--- config.mk ---
export PLATFORM = sky130hd
export DESIGN_NAME = obb_store
export DESIGN_NICKNAME = d
export VERILOG_FILES = /design/src/sv/obb_pkg.sv /design/src/sv/obb_store.sv
export SDC_FILE = /design/constraint.sdc
export NUM_CORES = 1
export LEC_CHECK = 0
export ABC_AREA = 1
export BUFFER_PORTS_ARGS = -buffer_cell sky130_fd_sc_hd__buf_2
export CAP_MARGIN = 15
export CORE_MARGIN = 2
export CORE_UTILIZATION = 40
export DETAILED_ROUTE_END_ITERATION = 8
export PLACE_DENSITY = 0.64
export SLEW_MARGIN = 5
export SYNTH_ARGS = -nofsm -noshare
export SYNTH_HDL_FRONTEND = slang
export SYNTH_SLANG_ARGS = --single-unit
--- constraint.sdc ---
create_clock -name clk -period 20 [get_ports clk]
set_input_delay 2 -clock clk [delete_from_list [all_inputs] [get_ports clk]]
set_output_delay 2 -clock clk [all_outputs]
set_load 0.005 [all_outputs]
--- src/sv/obb_pkg.sv ---
// ----------------------------------------------------------------------------
// obb_pkg
// Shared constants and types of the oriented box overlap test unit.
// ----------------------------------------------------------------------------
package obb_pkg;

  // Default widths: directions Q1.15, positions and lengths Q16.16
  localparam int DIR_WIDTH_DEF = 16;
  localparam int POS_WIDTH_DEF = 32;

  // Box register file: three axis rows per box, two boxes
  localparam int NUM_ROWS = 6;
  localparam int ROW_AW   = 3;
  localparam logic [ROW_AW-1:0] ROW_BOX_B = 3'd3;

  // Box select and axis codes of an input beat
  localparam logic       BOX_A     = 1'b0;
  localparam logic       BOX_B     = 1'b1;
  localparam logic [1:0] AXIS_LAST = 2'd2;

  // Command to the shared multiply-accumulate unit
  typedef struct packed {
    logic en;   // update the accumulator
    logic clr;  // start a new sum
    logic neg;  // subtract the product
    logic shl;  // weight the product by the upper half shift
  } mac_cmd_t;

endpackage

--- src/sv/obb_store.sv ---
// ----------------------------------------------------------------------------
// obb_store
// Box register file: axis directions, half lengths and the two box centers.
// ----------------------------------------------------------------------------
module obb_store #(
  parameter int DIR_WIDTH = obb_pkg::DIR_WIDTH_DEF,
  parameter int POS_WIDTH = obb_pkg::POS_WIDTH_DEF
) (
  input  logic                               clk,
  input  logic                               wr_en,
  input  logic                               wr_box,
  input  logic [1:0]                         wr_axis,
  input  logic signed [DIR_WIDTH-1:0]        wr_dir [3],
  input  logic [POS_WIDTH-2:0]               wr_len,
  input  logic signed [POS_WIDTH-1:0]        wr_cen [3],
  input  logic [obb_pkg::ROW_AW-1:0]         rd_addr,
  output logic signed [DIR_WIDTH-1:0]        rd_row [3],
  output logic [POS_WIDTH-2:0]               rd_len,
  output logic signed [POS_WIDTH-1:0]        cen_a [3],
  output logic signed [POS_WIDTH-1:0]        cen_b [3]
);
  import obb_pkg::*;

  logic signed [DIR_WIDTH-1:0] dir_r [NUM_ROWS][3];
  logic [POS_WIDTH-2:0]        len_r [NUM_ROWS];
  logic signed [POS_WIDTH-1:0] cen_r [2][3];
  logic [ROW_AW-1:0]           wr_addr;

  // Row of the written axis
  assign wr_addr = (wr_box == BOX_B) ? (ROW_BOX_B + ROW_AW'(wr_axis)) : ROW_AW'(wr_axis);

  // Store one axis and overwrite that box's center
  always_ff @(posedge clk) begin
    if (wr_en) begin
      for (int c = 0; c < 3; c++) begin
        dir_r[wr_addr][c] <= wr_dir[c];
        cen_r[wr_box][c]  <= wr_cen[c];
      end
      len_r[wr_addr] <= wr_len;
    end
  end

  // Read one row per cycle; centers sit at fixed places
  always_comb begin
    for (int c = 0; c < 3; c++) begin
      rd_row[c] = dir_r[rd_addr][c];
      cen_a[c]  = cen_r[0][c];
      cen_b[c]  = cen_r[1][c];
    end
    rd_len = len_r[rd_addr];
  end

endmodule

Word level (Yosys, flattened, before mapping). Memories as Yosys holds them, arrays and structs flattened. Cells that the tools add are included.

Bits in writable memories: 666. Input port bits: 183. Output and inout port bits: 271. Word-level logic and storage cells: 7. Flip-flop bits (word level): 0. Memories kept: 3.

Memories: dir_r (words 6, width 48, rd ports 1, clocked after Yosys merged registers in 0, write ports 1, line obb_store.sv:24) `logic signed [DIR_WIDTH-1:0] dir_r [NUM_ROWS][3];`; cen_r (words 2, width 96, rd ports 2, clocked after Yosys merged registers in 0, write ports 1, line obb_store.sv:26) `logic signed [POS_WIDTH-1:0] cen_r [2][3];`; len_r (words 6, width 31, rd ports 1, clocked after Yosys merged registers in 0, write ports 1, line obb_store.sv:25) `logic [POS_WIDTH-2:0] len_r [NUM_ROWS];`.

Add/sub/neg operators: 1. Multiplexer cells: 3.

Operators by type and width (number): adder 2 x 2 -> 3 bit (first input constant) (1); 2-to-1 mux 3 bit (1); 2-to-1 mux 1 bit (2).

Longest topological paths before layout.
Word-level depth: 2. Mapped depth: 8. Gate-level depth less buffers: 6.

Worst setup path before layout. Ideal clock, no wire load.

Path type: in2reg. Start: input port wr_box. End: memory dir_r[1][0] (netlist name), enable pin. Setup slack: 9.473 ns. Arrival time: 10.010 ns. Stages: 4. Path buffers: 1. Data required time: 19.484 ns. Setup time: 0.516 ns. Cells stage by stage: clkbuf_1 nor2_1 nand2_1 nor2_1.

Word-level cells in the longest chain between the ends: 1.

Ends and longest elaborated chain: start, declared (line obb_store.sv:11) `input logic wr_box,`; 2-to-1 mux 3 bit (line obb_store.sv:30) `assign wr_addr = (wr_box == BOX_B) ? (ROW_BOX_B + ROW_AW'(wr_axis)) : ROW_AW'(wr_axis);`; end, declared (line obb_store.sv:24).

No other way between the ends.

==> out/metrics.csv <==
metric,value,unit
status,finished clean,
Netlist Area Pre-Place,0.02415,sq mm
CP max stage cell,buf_4,
vias post-DR,14820,
Crit. End Element,primary output,
Max-Cap Viols,0,
cts hold-fix bufs,0,
final period utilization,33.62,%
syn_nets,1832,
sequential cell area fraction in the yosys report,82.80,%
post-synthesis cell type count,15,
Sum Neg Setup Slack,0,ns
Crit Path Max Fanout,124,
Max transition margin,24.86,%
io pins,454,
drt wl/cell,21.20,microns
crit path DAT,4.72,ns
crit path launch type,input pin,
Vias/cell,5.013,
clock period minus worst slack,6.724,ns
DR pass1 iterations,5,
pin count of the biggest net entering global routing,125,
final hold vios,0,
crit path kind,input pin to primary output,
register bit total from synthesis,666,
RSZ-0062 raised after global routing,false,
Register Area,0.02000,sq mm
Setup Buffers After CTS,0,
Final Max Tran Viols,0,
CTS root buffer,clkbuf_16,
number of global-route vias before repair,14540,
Yosys warnings,0,
TritonCTS Buffers,72,
Mapped Avg Cell Area,14.66,sq um
Finish-stage setup viols,0,
Multi-input gate area,0.003799,sq mm
final WL,62.67,mm
WP data required,18.00,ns
gpl congestion,0.8345,
share of layout cells above drive strength 1,26.72,%
IO buf count,453,
grt ovf,0,
total global-route track usage,19.76,%
Die ar.,0.06237,sq mm
antenna violations before repair,32,
Worst-Margin Slew,1.127,ns
Max Fclk,148.7,MHz
Final ANT Viol Nets,0,
PwrDens,105.1,mW/mm^2
synthesis-to-finish area growth,22.21,%
VDD IR max,0.00008502,V
Die Ht,249.7,microns
hold slack,1.591,ns
Core Footprint,0.06002,sq mm
"slowest stage delay, CP",0.97,ns
Nets,2288,
HP Class,input pin to flip-flop,
fillers,5113,
residual DRC count,0,
Util after Layout,49.18,%
CTS max path bufs,3,
num rows,90,
DP HPWL,38.06,mm
initial drt markers,1020,
Initial Util,40.24,%
synthesized instance count,1648,
worst-path cell chain,"buf_6, inv_6, buf_4, nand2_1, nand3_1, nand3_1, nand2_1, buf_2",
TritonCTS sink count,666,
CTS tree,built,
Die W,249.7,microns
post_cts resized,0,
first-pass GRT wire length,91.69,mm
CTS H-Tree Depth,3,
clk slew on worst S/H paths,0.06,ns
Leak,11.03,nW
==> critical path, delay by kind of cell <==
| kind | cells | cell delay, ns |
|---|---|---|
| buf+inv | 4 | 2.05 |
| simple gates | 4 | 0.49 |
==> sequential cells by signal, indices dropped and copies added, names as in the netlist <==
register,count
dir_r,288
cen_r,192
len_r,186
==> cells in the final DEF (no fill, tap or decap), types with 7 or more instances in the layout <==
cell type and instances:
buf_2 451, buf_4 17, diode_2 22, edfxtp_1 666, clkinv_1 11, nand3_1 239, clkbuf_16 74, nor2_4 7
nor2_1 158, clkbuf_1 17, nand2_1 399, clkinv_2 7, o21ai_0 81
==> power by group <==
| part | total (W) | internal [W] | switching [W] |
|---|---|---|---|
| combinational | 0.000199 | 0.0000668 | 0.000132 |
| clock | 0.00127 | 0.000755 | 0.000516 |
| sequential | 0.00163 | 0.00162 | 0.0000170 |
| total | 0.00310 | 0.00244 | 0.000666 |
==> cell families (layout without fill, tap and decap cells) <==
family / Yosys count / count (layout) / synth area share (%)
fa+ha+maj: 1 / 1 / 0.05179
compound gates: 81 / 81 / 1.678
other cells: 0 / 22 / 0
simple gates: 804 / 804 / 13.74
buf+inv: 95 / 599 / 1.689
xor+xnor: 1 / 1 / 0.03627
flops: 666 / 666 / 82.80
==> Yosys cell counts <==
cell type	number	area, sq um
inv_2	2	7.510
inv_1	5	18.77
ha_1	1	12.51
buf_4	2	15.01
xor2_1	1	8.760
nor2_1	165	619.3
nand3_1	239	1196
o21ai_0	81	405.4
or2_2	1	6.260
clkbuf_1	34	127.6
nand2_1	399	1498
buf_2	35	175.2
buf_1	16	60.06
clkinv_1	1	3.750
edfxtp_1	666	20000
==> per-stage QoR <==
step	power (W)	worst slack (ns)	instances	instance area, sq um
global placement	0.001858	13.35	2812	27210
detailed placement	0.001863	13.28	2812	27210
finish	0.003103	13.28	2956	29520
CTS	0.003136	13.28	2934	29460
global route	0.003213	13.01	2948	29500
floorplan	0.001751	9.474	1648	24150
==> per-layer routing <==
| metal | global-route usage (%) | wire length [microns] | vias up |
|---|---|---|---|
| li1 | - | - | 6861 |
| met1 | 23.72 | 23720 | 7252 |
| met2 | 32.87 | 31270 | 596 |
| met3 | 6.070 | 5512 | 107 |
| met4 | 8.812 | 2154 | 2 |
| met5 | 0 | 13 | - |
==> final timing paths <==
path | startpoint | endpoint | slack (ns) | depth (start not counted)
min | wr_cen[85] | cen_r[1][85] | 1.59 | 1
max | rd_addr[0] | rd_row[31] | 13.28 | 8
==> final cells by class <==
class                           count  area share [%]
Sequential cell                   666           67.75
Clock inverter                     31           1.136
Tap cell                          782           3.315
Multi-Input combinational cell    887           12.87
Antenna cell                       22          0.1865
Timing Repair Buffer              469           8.117
Inverter                            8          0.1356
Clock buffer                       91           6.489
(Power assumes the default switching activity.)
