==> src/sv/obb_pkg.sv <==
// ----------------------------------------------------------------------------
// obb_pkg
// Shared constants and types of the oriented box overlap test unit.
// ----------------------------------------------------------------------------
package obb_pkg;

  // Default widths: directions Q1.15, positions and lengths Q16.16
  localparam int DIR_WIDTH_DEF = 16;
  localparam int POS_WIDTH_DEF = 32;

  // Box register file: three axis rows per box, two boxes
  localparam int NUM_ROWS = 6;
  localparam int ROW_AW   = 3;
  localparam logic [ROW_AW-1:0] ROW_BOX_B = 3'd3;

  // Box select and axis codes of an input beat
  localparam logic       BOX_A     = 1'b0;
  localparam logic       BOX_B     = 1'b1;
  localparam logic [1:0] AXIS_LAST = 2'd2;

  // Command to the shared multiply-accumulate unit
  typedef struct packed {
    logic en;   // update the accumulator
    logic clr;  // start a new sum
    logic neg;  // subtract the product
    logic shl;  // weight the product by the upper half shift
  } mac_cmd_t;

endpackage

==> src/sv/obb_mac.sv <==
// ----------------------------------------------------------------------------
// obb_mac
// Shared signed multiply-accumulate unit with optional negate and shift.
// ----------------------------------------------------------------------------
module obb_mac #(
  parameter int MW    = 33,
  parameter int ACC_W = 94,
  parameter int SHIFT = 25
) (
  input  logic                    clk,
  input  obb_pkg::mac_cmd_t       cmd,
  input  logic signed [MW-1:0]    op_a,
  input  logic signed [MW-1:0]    op_b,
  output logic signed [ACC_W-1:0] acc
);
  import obb_pkg::*;

  logic signed [2*MW-1:0]  prod;
  logic signed [ACC_W-1:0] term;
  logic signed [ACC_W-1:0] base;
  logic signed [ACC_W-1:0] acc_r;
  logic signed [ACC_W-1:0] acc_nxt;

  // Form the weighted, signed product term
  always_comb begin
    prod = op_a * op_b;
    term = ACC_W'(prod);
    if (cmd.shl) begin
      term = term <<< SHIFT;
    end
    if (cmd.neg) begin
      term = -term;
    end
    base    = cmd.clr ? '0 : acc_r;
    acc_nxt = cmd.en ? (base + term) : acc_r;
  end

  always_ff @(posedge clk) begin
    acc_r <= acc_nxt;
  end

  assign acc = acc_r;

endmodule

==> config.mk <==
export PLATFORM = sky130hd
export DESIGN_NAME = obb_mac
export DESIGN_NICKNAME = d
export VERILOG_FILES = /design/src/sv/obb_pkg.sv /design/src/sv/obb_mac.sv
export SDC_FILE = /design/constraint.sdc
export NUM_CORES = 2
export LEC_CHECK = 0
export ABC_AREA = 1
export BUFFER_PORTS_ARGS = -buffer_cell sky130_fd_sc_hd__buf_2
export CAP_MARGIN = 20
export CORE_MARGIN = 2
export CORE_UTILIZATION = 60
export DETAILED_ROUTE_END_ITERATION = 16
export HOLD_SLACK_MARGIN = 0.1
export PLACE_DENSITY = 0.81
export SETUP_SLACK_MARGIN = 0.1
export SYNTH_ARGS = -nofsm -noshare
export SYNTH_HDL_FRONTEND = slang
export SYNTH_SLANG_ARGS = --single-unit
==> constraint.sdc <==
create_clock -name clk -period 10.28 [get_ports clk]
set_input_delay 1.028 -clock clk [delete_from_list [all_inputs] [get_ports clk]]
set_output_delay 1.028 -clock clk [all_outputs]
set_load 0.005 [all_outputs]
Word-level counts from Yosys, hierarchy flattened --
Cells that the tools add are included.
Operators by class: add/subtract/negate cells 2, order comparisons 0, equality and inequality tests 0, shift-type cells 0, div/mod/pow operators 0, bitwise operators 0, reduce and logical (&&, ||, !) cells 0, muxes and demuxes 3, multipliers 1
Operators with widths (count):
- $mux W94 | 2
- $add A94 B94 Y94 | 1
- $neg A91 Y94 | 1
- $mux W90 | 1
- $mul A33 B33 Y66 | 1
Storage, ports and cells: logic and storage cells 7, bits in registers 94, output and inout bits 94, latch bits 0, memories 0, ROM bits 0, RAM bits 0, input port bits 71

Depth between registers and ports, before layout --
depth after elaboration 5, depth in mapped cells 63, mapped depth without buffers 61

Worst setup path after synthesis --
OpenSTA, ideal clock, no wires.
path type in2reg, start in op_a[32], end reg acc_r[93] (netlist: acc[93]) (data pin), buffers on the path 3, stages 52, required time 10028 ps, path slack -561 ps, library setup time 252 ps, data arrival time 10589 ps, path through clkbuf_1 clkbuf_1 nand2_1 inv_1 fa_1 fa_1 fa_1 fa_1 inv_1 fa_1 inv_1 fa_1 inv_1 fa_1 fa_1 inv_1 ha_1 nand2_2 [16 not listed] inv_1 ha_1 nand2_1 nor2_1 inv_1 nor2_1 inv_1 nor3_1 and3_1 o21ai_0 nand3_1 nand2_1 o211ai_1 a21oi_1 xor2_1 inv_1 nand2_1 nand2_1
Between the ends: longest elaborated chain between the ends 5
Ends and longest elaborated chain:
- start, declared | RTL line obb_mac.sv:12 | input logic signed [MW-1:0] op_a,
- $mul A33 B33 Y66 (*) | RTL line obb_mac.sv:26 | prod = op_a * op_b;
- $mux W90 | RTL line obb_mac.sv:28 | if (cmd.shl) begin
- $neg A91 Y94 | RTL line obb_mac.sv:32 | term = -term;
- $mux W94 (*) | RTL line obb_mac.sv:31 | if (cmd.neg) begin
- $add A94 B94 Y94 (*) | RTL line obb_mac.sv:35 | acc_nxt = cmd.en ? (base + term) : acc_r;
- end signal, assigned | RTL line obb_mac.sv:39 | acc_r <= acc_nxt;
- end, declared | RTL line obb_mac.sv:21 | logic signed [ACC_W-1:0] acc_r;
Mark *: on every way between the ends. The rest lies on a longest branch, timed or not. A chain may end at the register's enable or synchronous reset.

Worst setup path after layout --
start in op_a[32], end reg acc_r[90] (netlist: acc[90]) (data pin)
The elaborated chain is that of the path after synthesis.

==> results.py <==
metrics = {
    "outcome": {
        "status": "finished with violations",
        "failed_checks": "negative setup slack",
    },
    "global_route": {
        "antenna_found_initial": 0,
        "grt.busiest_layer": "met2",
        "grt_pass1_vias": 61300,
        "grt_use_met3_pct": 7.55,
        "grt_use_total_pct": 40.7,
        "grt_max_degree": 88,
        "grt_pass1_wl_mm": 312,
        "gr-usage-met2_pct": 67.8,
        "met1_usage_pct": 51.0,
        "grt-ovfl-total": 0,
    },
    "detailed_routing": {
        "drt-total-wl_mm": 205,
        "vias": 58300,
        "firstDrtPassIters": 7,
        "drt-initial-drc-count": 6849,
        "via_per_inst": 5.49,
        "wl_per_cell_um": 19.3,
        "postRouteAntennaNets": 0,
        "drcViolationCount": 0,
    },
    "job": {
        "cap_violations": 0,
    },
    "place": {
        "placed_cell_area_um2": 68100,
        "io_buffers": 164,
        "gp_congestion": 1.03,
        "post-dp-hpwl_mm": 163,
        "dp_slack_ns": -2.32,
    },
    "timing": {
        "rsz0062_at_grt": "yes",
        "relSlewSlack_pct": 24.7,
        "fmax_mhz": 88.9,
        "maxSlewViolCount": 0,
        "timing_hold_violations_final": 0,
        "period_share_pct": 109,
        "setup_violations": 47,
        "worst_pin_slew_ns": 1.13,
        "min_period_ns": 11.25,
        "clock_skew_ns": 0.0153,
        "finalWorstSetupSlack_ns": -0.970,
    },
    "synthesis": {
        "synth_edf_count": 94,
        "yosys_warnings": 0,
        "synth.distinct_cells": 59,
        "ys_ff_latch": 94,
        "ys.flop_type": "edfxtp_1",
        "ys_seq_area_share_pct": 4.96,
        "synthArstFlopShare_pct": 0,
        "synth_nets": 9647,
        "avgSynthCellArea_um2": 7.02,
        "synth_area_um2": 57000,
        "synth_cells": 8119,
    },
    "clock_network": {
        "cts_hold_buf": 0,
        "cts_buffers": 9,
        "root_buffer": "clkbuf_16",
        "cts_tree": "done",
        "cts.sinks": 94,
        "cts_max_path_buffers": 2,
        "path_clk_slew_ns": 0.09,
        "htreeDepth": 3,
        "clock_latency_ns": 0.39,
    },
    "hold_path": {
        "hold_path.class": "reg -> reg",
    },
    "worst_setup_path": {
        "worstPathArrival_ns": 11.39,
        "end_kind": "flop",
        "cp_slowest_cell": "fa_2",
        "critical_path.startpoint_type": "input port",
        "crit_fanout": 7,
        "cp.required_ns": 10.42,
        "crit_top_cell": "inv_1",
        "critPathKind": "in -> reg",
        "cpPeakStageDelay_ns": 0.67,
    },
    "cells_and_area": {
        "drive_gt1_share_pct": 25.1,
        "diodes": 0,
        "finalNetCount": 10900,
        "synthToLayoutAreaGrowth_pct": 28.9,
        "final-seq-area_um2": 2820,
        "final_area_um2": 73400,
        "nFillCells": 6340,
        "largest_register_ffs": 94,
        "multiInputGateArea_um2": 47300,
    },
    "die": {
        "die_h_um": 312,
        "core_um2": 94600,
        "placementRows": 113,
        "fp.dieW_um": 312,
        "die-area_um2": 97400,
        "io_pins": 165,
        "start_util_pct": 60.2,
    },
}
path summary, 6_finish.rpt:
path | start | endpoint | slack (ns) | cells after the start
max | op_a[32] | acc[90] | -0.97 | 52
max reg2reg | acc[0] | acc[38] | 6.24 | 19
min | acc[0] | acc[0] | 0.83 | 3
min reg2reg | acc[0] | acc[0] | 0.83 | 3
worst max-delay path, delay by kind of cell:
family | cells | cell delay (ns)
compound gates | 7 | 1.44
xor+xnor | 2 | 0.36
fa+ha+maj | 10 | 4.82
buf+inv | 18 | 2.06
simple gates | 15 | 1.63
cells in the final DEF (no fill, tap or decap), types with 63 or more instances in the layout:
| cell type | instances |
|---|---|
| inv_2 | 67 |
| o21ai_0 | 64 |
| buf_6 | 69 |
| nor2_1 | 387 |
| nor2_4 | 73 |
| fa_1 | 1117 |
| nand2_1 | 2013 |
| ha_1 | 256 |
| buf_2 | 125 |
| edfxtp_1 | 94 |
| nor2_2 | 118 |
| nand2_2 | 182 |
| inv_1 | 2367 |
| buf_4 | 1264 |
| nand3_1 | 193 |
| a21oi_2 | 63 |
| xor2_1 | 111 |
| a21oi_1 | 156 |
cell families after synthesis:
group	Yosys count	share of synthesized area, %
XOR/XNOR	184	2.83
AND/OR/NAND/NOR	3195	22.7
buffers and inverters	2747	18.2
adder cells (fa/ha/maj)	1457	47.1
AO/OA/AOI/OAI	442	4.27
flip-flops	94	4.96
stage by stage:
| step | cells | hold WS, ns | TNS, ns | util [%] |
|---|---|---|---|---|
| 2_1_floorplan | 8119 | 0.689 | -0.0766 | - |
| 3_3_place_gp | 10400 | 0.786 | -54.00 | 72.0 |
| 3_5_place_dp | 10400 | 0.804 | -64.57 | 72.0 |
| 4_1_cts | 10600 | 0.827 | -5.33 | 75.8 |
| 5_1_grt | 10600 | 0.869 | -39.49 | 77.6 |
| 6_report | 10600 | 0.825 | -23.30 | 77.6 |
cell type report:
cell class | count | area share, %
Clock buffer | 9 | 0.307
Clock inverter | 7 | 0.111
Inverter | 2442 | 12.5
Multi-Input combinational cell | 5278 | 64.4
Sequential cell | 94 | 3.85
Tap cell | 1265 | 2.16
Timing Repair Buffer | 1528 | 16.7
metal layers:
layer / vias up / wire, um
met3: 1140 / 22700
met4: 0 / 14300
met1: 27800 / 73000
met2: 3847 / 95200
li1: 25500 / -
met5: - / 0
synth_stat cells, types with 7 or more instances:
cell type	instances	area [um2]
edfxtp_1	94	2820
nor2_1	538	2020
o21a_1	14	105
or2_2	14	87.6
nand3b_1	7	52.6
clkbuf_1	285	1070
a21oi_1	227	1140
nor4_1	9	56.3
inv_2	16	60.1
nand2_2	21	131
and2_1	8	50.1
nor2_4	7	78.8
o211ai_1	7	52.6
nand3_1	236	1180
buf_1	10	37.5
a31oi_1	44	275
xor2_1	121	1060
inv_1	2423	9090
nand2_1	2221	8340
xnor2_1	63	552
nor2_2	33	206
o21ai_0	101	505
nand4_1	54	338
nand3_2	10	100
fa_1	1146	22900
o21ai_1	14	70.1
nor3_1	18	90.1
ha_1	311	3890
repair_timing:
action	CTS	global route
endpoints found under the setup margin	60	65
buffers inserted	125	46
resized for setup	625	324
cloned	3	2
pin swaps	201	204
Power is not shown: default switching activity piles up to over one toggle a cycle in this logic, so the estimate is an artifact.
